--- config.mk ---
export PLATFORM = sky130hd
export DESIGN_NAME = touch_slot_tap_tracker_unit_flat
export DESIGN_NICKNAME = d
export VERILOG_FILES = /design/src/rtl/tst_pkg.sv /design/src/rtl/tst_rpt_if.sv /design/src/rtl/tst_res_if.sv /design/src/rtl/tst_mul_unit.sv /design/src/rtl/tst_win_unit.sv /design/src/rtl/touch_slot_tap_tracker_unit.sv /design/src/flat_wrapper.sv
export SDC_FILE = /design/constraint.sdc
export NUM_CORES = 1
export LEC_CHECK = 0
export ABC_AREA = 1
export BUFFER_PORTS_ARGS = -buffer_cell sky130_fd_sc_hd__buf_2
export CORE_MARGIN = 1.5
export CORE_UTILIZATION = 30
export CTS_CLUSTER_SIZE = 28
export DETAILED_ROUTE_END_ITERATION = 8
export PLACE_DENSITY = 0.47
export SYNTH_ARGS = -nofsm -noshare
export SYNTH_HDL_FRONTEND = slang
export SYNTH_SLANG_ARGS = --single-unit
--- constraint.sdc ---
create_clock -name clk -period 6.4 [get_ports clk]
set_input_delay 0.32 -clock clk [delete_from_list [all_inputs] [get_ports clk]]
set_output_delay 0.32 -clock clk [all_outputs]
set_load 0.05 [all_outputs]
--- src/rtl/tst_pkg.sv ---
// Shared constants, codes and types of the touch slot tap tracker.
package tst_pkg;

	localparam int SLOTS = 4;
	localparam int SLOT_W = (SLOTS > 1) ? $clog2(SLOTS) : 1;
	localparam int CNT_W = $clog2(SLOTS + 1);
	localparam int ACT_W = (SLOTS > 4) ? SLOTS : 4;

	localparam int PIX_W = 12;
	localparam int NORM_W = 16;
	localparam int ID_W = 64;
	localparam int MASK_W = 4;
	localparam int REG_IDX_W = 3;

	localparam logic [PIX_W-1:0] RST_SCREEN_WIDTH = 12'd272;
	localparam logic [PIX_W-1:0] RST_SCREEN_HEIGHT = 12'd480;
	localparam logic [PIX_W-1:0] RST_WINDOW_LEFT = 12'd8;
	localparam logic [PIX_W-1:0] RST_WINDOW_TOP = 12'd8;
	localparam logic [PIX_W-1:0] RST_WINDOW_SIZE = 12'd256;

	localparam logic [REG_IDX_W-1:0] REG_SCREEN_WIDTH = 3'd0;
	localparam logic [REG_IDX_W-1:0] REG_SCREEN_HEIGHT = 3'd1;
	localparam logic [REG_IDX_W-1:0] REG_WINDOW_LEFT = 3'd2;
	localparam logic [REG_IDX_W-1:0] REG_WINDOW_TOP = 3'd3;
	localparam logic [REG_IDX_W-1:0] REG_WINDOW_SIZE = 3'd4;

	localparam logic ACT_REPORT = 1'b0;
	localparam logic ACT_FRAME_END = 1'b1;

	typedef enum logic [2:0] {
		ST_IDLE,
		ST_SCALE_X,
		ST_SCALE_Y,
		ST_CAPT_Y,
		ST_MATCH,
		ST_EOF_SCAN,
		ST_DONE
	} state_t;

	typedef struct packed {
		logic [PIX_W-1:0] left;
		logic [PIX_W-1:0] top;
		logic [PIX_W-1:0] size;
	} window_t;

endpackage

--- src/rtl/tst_rpt_if.sv ---
// Input channel: finger reports and end-of-frame words.
interface tst_rpt_if;
	import tst_pkg::*;

	logic              valid;
	logic              ready;
	logic              action;
	logic [ID_W-1:0]   finger_id;
	logic [NORM_W-1:0] norm_x;
	logic [NORM_W-1:0] norm_y;

	modport source (output valid, action, finger_id, norm_x, norm_y, input ready);
	modport sink (input valid, action, finger_id, norm_x, norm_y, output ready);
endinterface

--- src/rtl/tst_res_if.sv ---
// Output channel: per-frame tap result words.
interface tst_res_if;
	import tst_pkg::*;

	logic              valid;
	logic              ready;
	logic              tap;
	logic [MASK_W-1:0] active_slots;

	modport source (output valid, tap, active_slots, input ready);
	modport sink (input valid, tap, active_slots, output ready);
endinterface

--- src/rtl/tst_mul_unit.sv ---
// Shared scaler: pixel = floor(norm * size / 65536), registered result.
module tst_mul_unit
	import tst_pkg::*;
(
	input  logic              clk,
	input  logic [NORM_W-1:0] norm,
	input  logic [PIX_W-1:0]  size,
	output logic [PIX_W-1:0]  pix
);

	logic [NORM_W+PIX_W-1:0] prod;

	assign prod = norm * size;

	always_ff @(posedge clk) begin
		pix <= prod[NORM_W+PIX_W-1:NORM_W];
	end

endmodule

--- src/rtl/tst_win_unit.sv ---
// Shared window compare: left <= p < left + size on both axes, no wrap.
module tst_win_unit
	import tst_pkg::*;
(
	input  window_t          win,
	input  logic [PIX_W-1:0] px,
	input  logic [PIX_W-1:0] py,
	output logic             in_win
);

	logic [PIX_W:0] x_end;
	logic [PIX_W:0] y_end;

	assign x_end = {1'b0, win.left} + {1'b0, win.size};
	assign y_end = {1'b0, win.top} + {1'b0, win.size};

	assign in_win = (px >= win.left) && ({1'b0, px} < x_end) &&
			(py >= win.top) && ({1'b0, py} < y_end);

endmodule

--- src/rtl/touch_slot_tap_tracker_unit.sv ---
// Touch slot tap tracker. A finger report is accepted only when rpt.ready is high; it
// then passes the shared scaler (x, then y, then capture) and scans the slots one per
// cycle for an id match or the first free slot, and the block is ready again once a
// slot matches or the last slot is scanned; reports past the first SLOTS of a frame
// are dropped at once. An end-of-frame word scans the slots one per cycle through the
// window compare unit, then loads the result register, giving one word with tap and the
// active mask of slots 0 to 3; it waits there only if the previous word is still held.
module touch_slot_tap_tracker_unit
	import tst_pkg::*;
(
	input  logic                 clk,
	input  logic                 arst_n,
	input  logic                 cfg_we,
	input  logic [REG_IDX_W-1:0] cfg_index,
	input  logic [PIX_W-1:0]     cfg_data,
	tst_rpt_if.sink              rpt,
	tst_res_if.source            res
);

	// configuration
	logic [PIX_W-1:0] screen_width_q;
	logic [PIX_W-1:0] screen_height_q;
	window_t          win_q;

	// slot store
	logic [SLOTS-1:0] active_q;
	logic [SLOTS-1:0] seen_q;
	logic [SLOTS-1:0] began_q;
	logic [ID_W-1:0]  finger_q [SLOTS];
	logic [PIX_W-1:0] last_x_q [SLOTS];
	logic [PIX_W-1:0] last_y_q [SLOTS];

	// sequencer
	state_t            state_q;
	state_t            state_d;
	logic [SLOT_W-1:0] idx_q;
	logic [CNT_W-1:0]  count_q;
	logic              free_found_q;
	logic [SLOT_W-1:0] free_idx_q;
	logic              tap_q;

	// current word
	logic [ID_W-1:0]   id_q;
	logic [NORM_W-1:0] nx_q;
	logic [NORM_W-1:0] ny_q;
	logic [PIX_W-1:0]  px_q;
	logic [PIX_W-1:0]  py_q;

	// result register
	logic              res_valid_q;
	logic              res_tap_q;
	logic [MASK_W-1:0] res_mask_q;

	logic              rpt_acc;
	logic              take_rpt;
	logic              match_hit;
	logic              last_idx;
	logic              free_now;
	logic              alloc_ok;
	logic [SLOT_W-1:0] alloc_idx;
	logic              res_load;
	logic [NORM_W-1:0] mul_norm;
	logic [PIX_W-1:0]  mul_size;
	logic [PIX_W-1:0]  mul_pix;
	logic [PIX_W-1:0]  win_px;
	logic [PIX_W-1:0]  win_py;
	logic              in_win;
	logic [ACT_W-1:0]  act_pad;

	tst_mul_unit u_mul (
		.clk  (clk),
		.norm (mul_norm),
		.size (mul_size),
		.pix  (mul_pix)
	);

	tst_win_unit u_win (
		.win    (win_q),
		.px     (win_px),
		.py     (win_py),
		.in_win (in_win)
	);

	assign rpt.ready = (state_q == ST_IDLE);
	assign rpt_acc = rpt.valid && rpt.ready;
	assign take_rpt = (rpt.action == ACT_REPORT) && (count_q < CNT_W'(SLOTS));

	assign match_hit = active_q[idx_q] && (finger_q[idx_q] == id_q);
	assign last_idx = (idx_q == SLOT_W'(SLOTS - 1));
	assign free_now = !active_q[idx_q];
	assign alloc_ok = free_found_q || free_now;
	assign alloc_idx = free_found_q ? free_idx_q : idx_q;
	assign res_load = (state_q == ST_DONE) && (!res_valid_q || res.ready);

	assign mul_norm = (state_q == ST_SCALE_X) ? nx_q : ny_q;
	assign mul_size = (state_q == ST_SCALE_X) ? screen_width_q : screen_height_q;
	assign win_px = (state_q == ST_EOF_SCAN) ? last_x_q[idx_q] : px_q;
	assign win_py = (state_q == ST_EOF_SCAN) ? last_y_q[idx_q] : py_q;

	assign act_pad = ACT_W'(active_q);

	assign res.valid = res_valid_q;
	assign res.tap = res_tap_q;
	assign res.active_slots = res_mask_q;

	always_ff @(posedge clk or negedge arst_n) begin
		if (!arst_n) begin
			state_q <= ST_IDLE;
		end else begin
			state_q <= state_d;
		end
	end

	always_comb begin
		state_d = state_q;
		case (state_q)
			ST_IDLE: begin
				if (rpt_acc) begin
					if (rpt.action == ACT_FRAME_END) begin
						state_d = ST_EOF_SCAN;
					end else if (take_rpt) begin
						state_d = ST_SCALE_X;
					end
				end
			end
			ST_SCALE_X: state_d = ST_SCALE_Y;
			ST_SCALE_Y: state_d = ST_CAPT_Y;
			ST_CAPT_Y:  state_d = ST_MATCH;
			ST_MATCH: begin
				if (match_hit || last_idx) begin
					state_d = ST_IDLE;
				end
			end
			ST_EOF_SCAN: begin
				if (last_idx) begin
					state_d = ST_DONE;
				end
			end
			ST_DONE: begin
				if (res_load) begin
					state_d = ST_IDLE;
				end
			end
			default: state_d = ST_IDLE;
		endcase
	end

	// control state
	always_ff @(posedge clk or negedge arst_n) begin
		if (!arst_n) begin
			screen_width_q <= RST_SCREEN_WIDTH;
			screen_height_q <= RST_SCREEN_HEIGHT;
			win_q.left <= RST_WINDOW_LEFT;
			win_q.top <= RST_WINDOW_TOP;
			win_q.size <= RST_WINDOW_SIZE;
			active_q <= '0;
			seen_q <= '0;
			idx_q <= '0;
			count_q <= '0;
			free_found_q <= 1'b0;
			tap_q <= 1'b0;
			res_valid_q <= 1'b0;
		end else begin
			if (cfg_we) begin
				case (cfg_index)
					REG_SCREEN_WIDTH:  screen_width_q <= cfg_data;
					REG_SCREEN_HEIGHT: screen_height_q <= cfg_data;
					REG_WINDOW_LEFT:   win_q.left <= cfg_data;
					REG_WINDOW_TOP:    win_q.top <= cfg_data;
					REG_WINDOW_SIZE:   win_q.size <= cfg_data;
					default: ;
				endcase
			end

			if (res_load) begin
				res_valid_q <= 1'b1;
			end else if (res.ready) begin
				res_valid_q <= 1'b0;
			end

			case (state_q)
				ST_IDLE: begin
					idx_q <= '0;
					free_found_q <= 1'b0;
					tap_q <= 1'b0;
					if (rpt_acc && take_rpt) begin
						count_q <= count_q + CNT_W'(1);
					end
				end
				ST_MATCH: begin
					if (!free_found_q && free_now) begin
						free_found_q <= 1'b1;
					end
					if (match_hit) begin
						seen_q[idx_q] <= 1'b1;
					end else if (last_idx && alloc_ok) begin
						active_q[alloc_idx] <= 1'b1;
						seen_q[alloc_idx] <= 1'b1;
					end
					idx_q <= idx_q + SLOT_W'(1);
				end
				ST_EOF_SCAN: begin
					// unseen fingers lifted this frame
					if (active_q[idx_q] && !seen_q[idx_q]) begin
						if (began_q[idx_q] && in_win) begin
							tap_q <= 1'b1;
						end
						active_q[idx_q] <= 1'b0;
					end
					seen_q[idx_q] <= 1'b0;
					idx_q <= idx_q + SLOT_W'(1);
					if (last_idx) begin
						count_q <= '0;
					end
				end
				default: ;
			endcase
		end
	end

	// payload
	always_ff @(posedge clk) begin
		case (state_q)
			ST_IDLE: begin
				if (rpt_acc) begin
					id_q <= rpt.finger_id;
					nx_q <= rpt.norm_x;
					ny_q <= rpt.norm_y;
				end
			end
			ST_SCALE_Y: px_q <= mul_pix;
			ST_CAPT_Y:  py_q <= mul_pix;
			ST_MATCH: begin
				if (!free_found_q && free_now) begin
					free_idx_q <= idx_q;
				end
				if (match_hit) begin
					last_x_q[idx_q] <= px_q;
					last_y_q[idx_q] <= py_q;
				end else if (last_idx && alloc_ok) begin
					finger_q[alloc_idx] <= id_q;
					began_q[alloc_idx] <= in_win;
					last_x_q[alloc_idx] <= px_q;
					last_y_q[alloc_idx] <= py_q;
				end
			end
			ST_DONE: begin
				if (res_load) begin
					res_tap_q <= tap_q;
					res_mask_q <= act_pad[MASK_W-1:0];
				end
			end
			default: ;
		endcase
	end

endmodule
--- src/flat_wrapper.sv ---
// flat-port wrapper written by rule: the top's interface ports become plain ports
module touch_slot_tap_tracker_unit_flat import tst_pkg::*;
  (clk, arst_n, cfg_we, cfg_index, cfg_data, rpt_valid, rpt_action, rpt_finger_id, rpt_norm_x, rpt_norm_y, rpt_ready, res_valid, res_tap, res_active_slots, res_ready);
  tst_rpt_if rpt_i ();
  tst_res_if res_i ();
  input  logic clk;
  input  logic arst_n;
  input  logic cfg_we;
  input  logic [REG_IDX_W-1:0] cfg_index;
  input  logic [PIX_W-1:0] cfg_data;
  input wire logic [$bits(rpt_i.valid)-1:0] rpt_valid;
  input wire logic [$bits(rpt_i.action)-1:0] rpt_action;
  input wire logic [$bits(rpt_i.finger_id)-1:0] rpt_finger_id;
  input wire logic [$bits(rpt_i.norm_x)-1:0] rpt_norm_x;
  input wire logic [$bits(rpt_i.norm_y)-1:0] rpt_norm_y;
  output wire logic [$bits(rpt_i.ready)-1:0] rpt_ready;
  output wire logic [$bits(res_i.valid)-1:0] res_valid;
  output wire logic [$bits(res_i.tap)-1:0] res_tap;
  output wire logic [$bits(res_i.active_slots)-1:0] res_active_slots;
  input wire logic [$bits(res_i.ready)-1:0] res_ready;
  assign rpt_i.valid = rpt_valid;
  assign rpt_i.action = rpt_action;
  assign rpt_i.finger_id = rpt_finger_id;
  assign rpt_i.norm_x = rpt_norm_x;
  assign rpt_i.norm_y = rpt_norm_y;
  assign rpt_ready = rpt_i.ready;
  assign res_valid = res_i.valid;
  assign res_tap = res_i.tap;
  assign res_active_slots = res_i.active_slots;
  assign res_i.ready = res_ready;
  touch_slot_tap_tracker_unit u_core (.clk(clk), .arst_n(arst_n), .cfg_we(cfg_we), .cfg_index(cfg_index), .cfg_data(cfg_data), .rpt(rpt_i), .res(res_i));
endmodule
==> flow_metrics.tcl <==
set metrics [dict create \
    outcome "finished clean" \
    final-hold-violation-count 0 \
    synth.most_common_cell "nand2_1" \
    synth_area_leader_cell "edfxtp_1" \
    grt_max_degree 110 \
    syn_nets 3469 \
    core_area_um2 102000 \
    ys_top_cells_by_area "edfxtp_1, nand2_1, fa_1, dfrtp_1, ha_1" \
    yosysWarnings 0 \
    htreeDepth 3 \
    synth_fa_ha_area_share_pct 14.6 \
    critical_path_buf_inv_count 6 \
    period_minus_slack_ps 5690 \
    ant_nets 0 \
    drtIter0Drc 1367 \
    clk_latency_ps 620 \
    crit_required_ps 6900 \
    setup_viol 0 \
    skew_ps 20.6 \
    rr_worst_depth 22 \
    synthMuxAreaShare_pct 0 \
    ys_async_sr_fraction_pct 13.8 \
    avgSynthCellArea_um2 10.1 \
    tns_ps 0 \
    timing.fmax_ghz 0.176 \
    portBuffers 123 \
    synth-xor-area-share_pct 1.04 \
    cts_resized 0 \
    regToRegSetupSlack_ps 710 \
    critPathKind "reg2reg" \
    initial_core_util_pct 30.4 \
    antenna_found_initial 3 \
    yosys.area_share.simple_pct 19.0 \
    synthDistinctLibCells 50 \
    routed_wl_um 85500 \
    stdcell_count 4745 \
    synthFlopType "edfxtp_1" \
    synth_compound_area_share_pct 5.65 \
    maxCapViolCount 0 \
    diodes 0 \
    crit_start "u_core.state_q[0]" \
    grt_pass1_vias 21800 \
    yosysSeqAreaShare_pct 53.9 \
    max_stage_delay_ps 590 \
    min_delay_path_depth 3 \
    gp_congestion 0.838 \
    min_period_over_period_pct 89.0 \
    slew_headroom_pct 19.7 \
    path_clk_slew_ps 70 \
    grt_pass1_wl_um 132000 \
    grt_use_total_pct 16.2 \
    cts_tree "done" \
    synthCells 3074 \
    die_area_um2 105000 \
    dp.cells 4526 \
    cts.path.max_buffers 3 \
    cpLargestDelayFamily "adder cells" \
    rsz0062_at_grt "false" \
    area_delta_synth_final_pct 17.9 \
    nNetsFinal 3720 \
    cts_buffers 68 \
    remaining_drc_errors 0 \
    synth_top_area_share_pct 46.7 \
    vias 21600 \
    synth_area_um2 31100 \
    synthTopCellsByCount "nand2_1, edfxtp_1, inv_1, nor2_1, nand3_1" \
    slew_violations 0 \
    gr-total-overflow 0 \
    synth-edff-count 483 \
    worstPathArrival_ps 6200 \
    min_from "cfg_data[2]" \
    crit_chain "inv_1 > nor2_1 > nand2_2 > buf_12 > o21ai_1 > inv_1 > nand2_1 > fa_1 > fa_1 > inv_1 > fa_1 > fa_1 > inv_1 > fa_1 > inv_1 > ha_1 > a21oi_1 > o21a_1 > o21bai_1 > a221oi_1 > nand2_1 > xor2_1" \
    crit_path_max_fanout 55 \
    fp-row-count 117 \
    clockRootBuffer "clkbuf_16" \
    ys_seq_elements 574 \
    dieWidth_um 325 \
    cp_slowest_cell "o21ai_1" \
    die_y_um 325 \
    holdPathEnd "u_core.screen_width_q[2]" \
    cts.sinks 574 \
    drt-vias-per-instance 4.56 \
    start_kind "flip-flop" \
    endpoint_kind "flip-flop" \
    wl_per_cell_um 18.0 \
    hpwl_um 58300 \
    reg2reg_to "u_core.u_mul.pix[9]" \
    r2r_start "u_core.state_q[0]" \
    tightest_slew_ps 1200 \
    drtPass1Iterations 5 \
    layout-drive-gt1-share_pct 9.33 \
    io_pins 124 \
    synth_top_family_by_area "simple AND/OR/NAND/NOR gates" \
    hp-class "in2reg" \
]
## metrics by stage
| step | util [%] | setup slack [ps] | instance area [µm²] | hold slack, ps |
|---|---|---|---|---|
| final | 35.8 | 707 | 36600 | 59.6 |
| after global routing | 35.8 | 311 | 36600 | 49.6 |
| after CTS | 35.8 | 756 | 36600 | 22.7 |
| after detailed placement | 32.7 | 763 | 33400 | 191 |
| after global placement | 32.7 | 847 | 33400 | 189 |
| after floorplan | - | 743 | 31100 | 24.4 |
## metal layers
layer / GRT usage [%] / vias to the layer above / routed length (µm)
met5: 0 / - / 0
met4: 4.26 / 0 / 1860
met3: 2.03 / 99 / 2750
met2: 26.8 / 351 / 40200
met1: 22.5 / 10500 / 40700
li1: - / 10700 / -
## cell type report
| cell class | count | area (µm²) |
|---|---|---|
| clock buffer | 85 | 1820 |
| clock inverter | 37 | 397 |
| fill | 10400 | 65600 |
| inverter | 356 | 1340 |
| multi-input combinational | 2054 | 12600 |
| sequential | 574 | 16700 |
| tap | 1368 | 1710 |
| timing repair buffer | 271 | 2020 |
## state kept, by name (all words and copies together) (netlist names), 12 cells and up
register / count
u_core.last_y_q: 48
u_core.win_q: 36
u_core.py_q: 12
u_core.screen_width_q: 12
u_core.nx_q: 16
u_core.screen_height_q: 12
u_core.last_x_q: 48
u_core.ny_q: 16
u_core.u_mul.pix: 12
u_core.id_q: 64
u_core.px_q: 12
u_core.finger_q: 256
## repair_timing
| action | 4_1_cts | 5_1_grt |
|---|---|---|
| endpoints found under the hold margin | 111 | 0 |
| hold buffers | 97 | 0 |
| buffers inserted | 0 | 0 |
## worst min-delay path, stage by stage
cell and delay (ps):
buf_2 70, inv_1 80, o21ai_0 170
## cell families after synthesis
| group | count (synthesis) |
|---|---|
| XOR/XNOR | 37 |
| AO/OA/AOI/OAI | 320 |
| buffers and inverters | 446 |
| flip-flops | 574 |
| AND/OR/NAND/NOR | 1419 |
| adder cells (fa/ha/maj) | 278 |
## worst max path at each step
stage,end,depth (start not counted),slack [ps]
6_report,u_core.u_mul.pix[9],22,710
2_1_floorplan,u_core.u_mul.pix[9],24,740
3_3_place_gp,u_core.u_mul.pix[10],25,850
5_1_grt,u_core.u_mul.pix[9],22,310
3_5_place_dp,u_core.u_mul.pix[9],24,760
4_1_cts,u_core.u_mul.pix[9],24,760
## cells in the final DEF (no fill, tap or decap), drive strengths merged, types with 8 or more instances in the layout
| cell | synthesis | final |
|---|---|---|
| dfstp | 9 | 9 |
| clkinv | 3 | 31 |
| edfxtp | 483 | 483 |
| inv | 353 | 355 |
| nor2 | 237 | 237 |
| nand2 | 894 | 894 |
| nand4 | 33 | 33 |
| dfrtp | 70 | 70 |
| ha | 137 | 137 |
| buf | 44 | 174 |
| o22ai | 24 | 24 |
| o21a | 10 | 10 |
| clkbuf | 46 | 85 |
| nand3b | 49 | 49 |
| a21oi | 70 | 70 |
| nor3 | 22 | 22 |
| fa | 141 | 141 |
| xor2 | 30 | 30 |
| dlygate4sd3 | 0 | 97 |
| o21ai | 183 | 183 |
| dfxtp | 12 | 12 |
| or2 | 8 | 8 |
| nand3 | 169 | 169 |
Power is left out: the tool's default activity adds up to more than one toggle a clock period on the data nets, which glitch-free logic cannot reach.
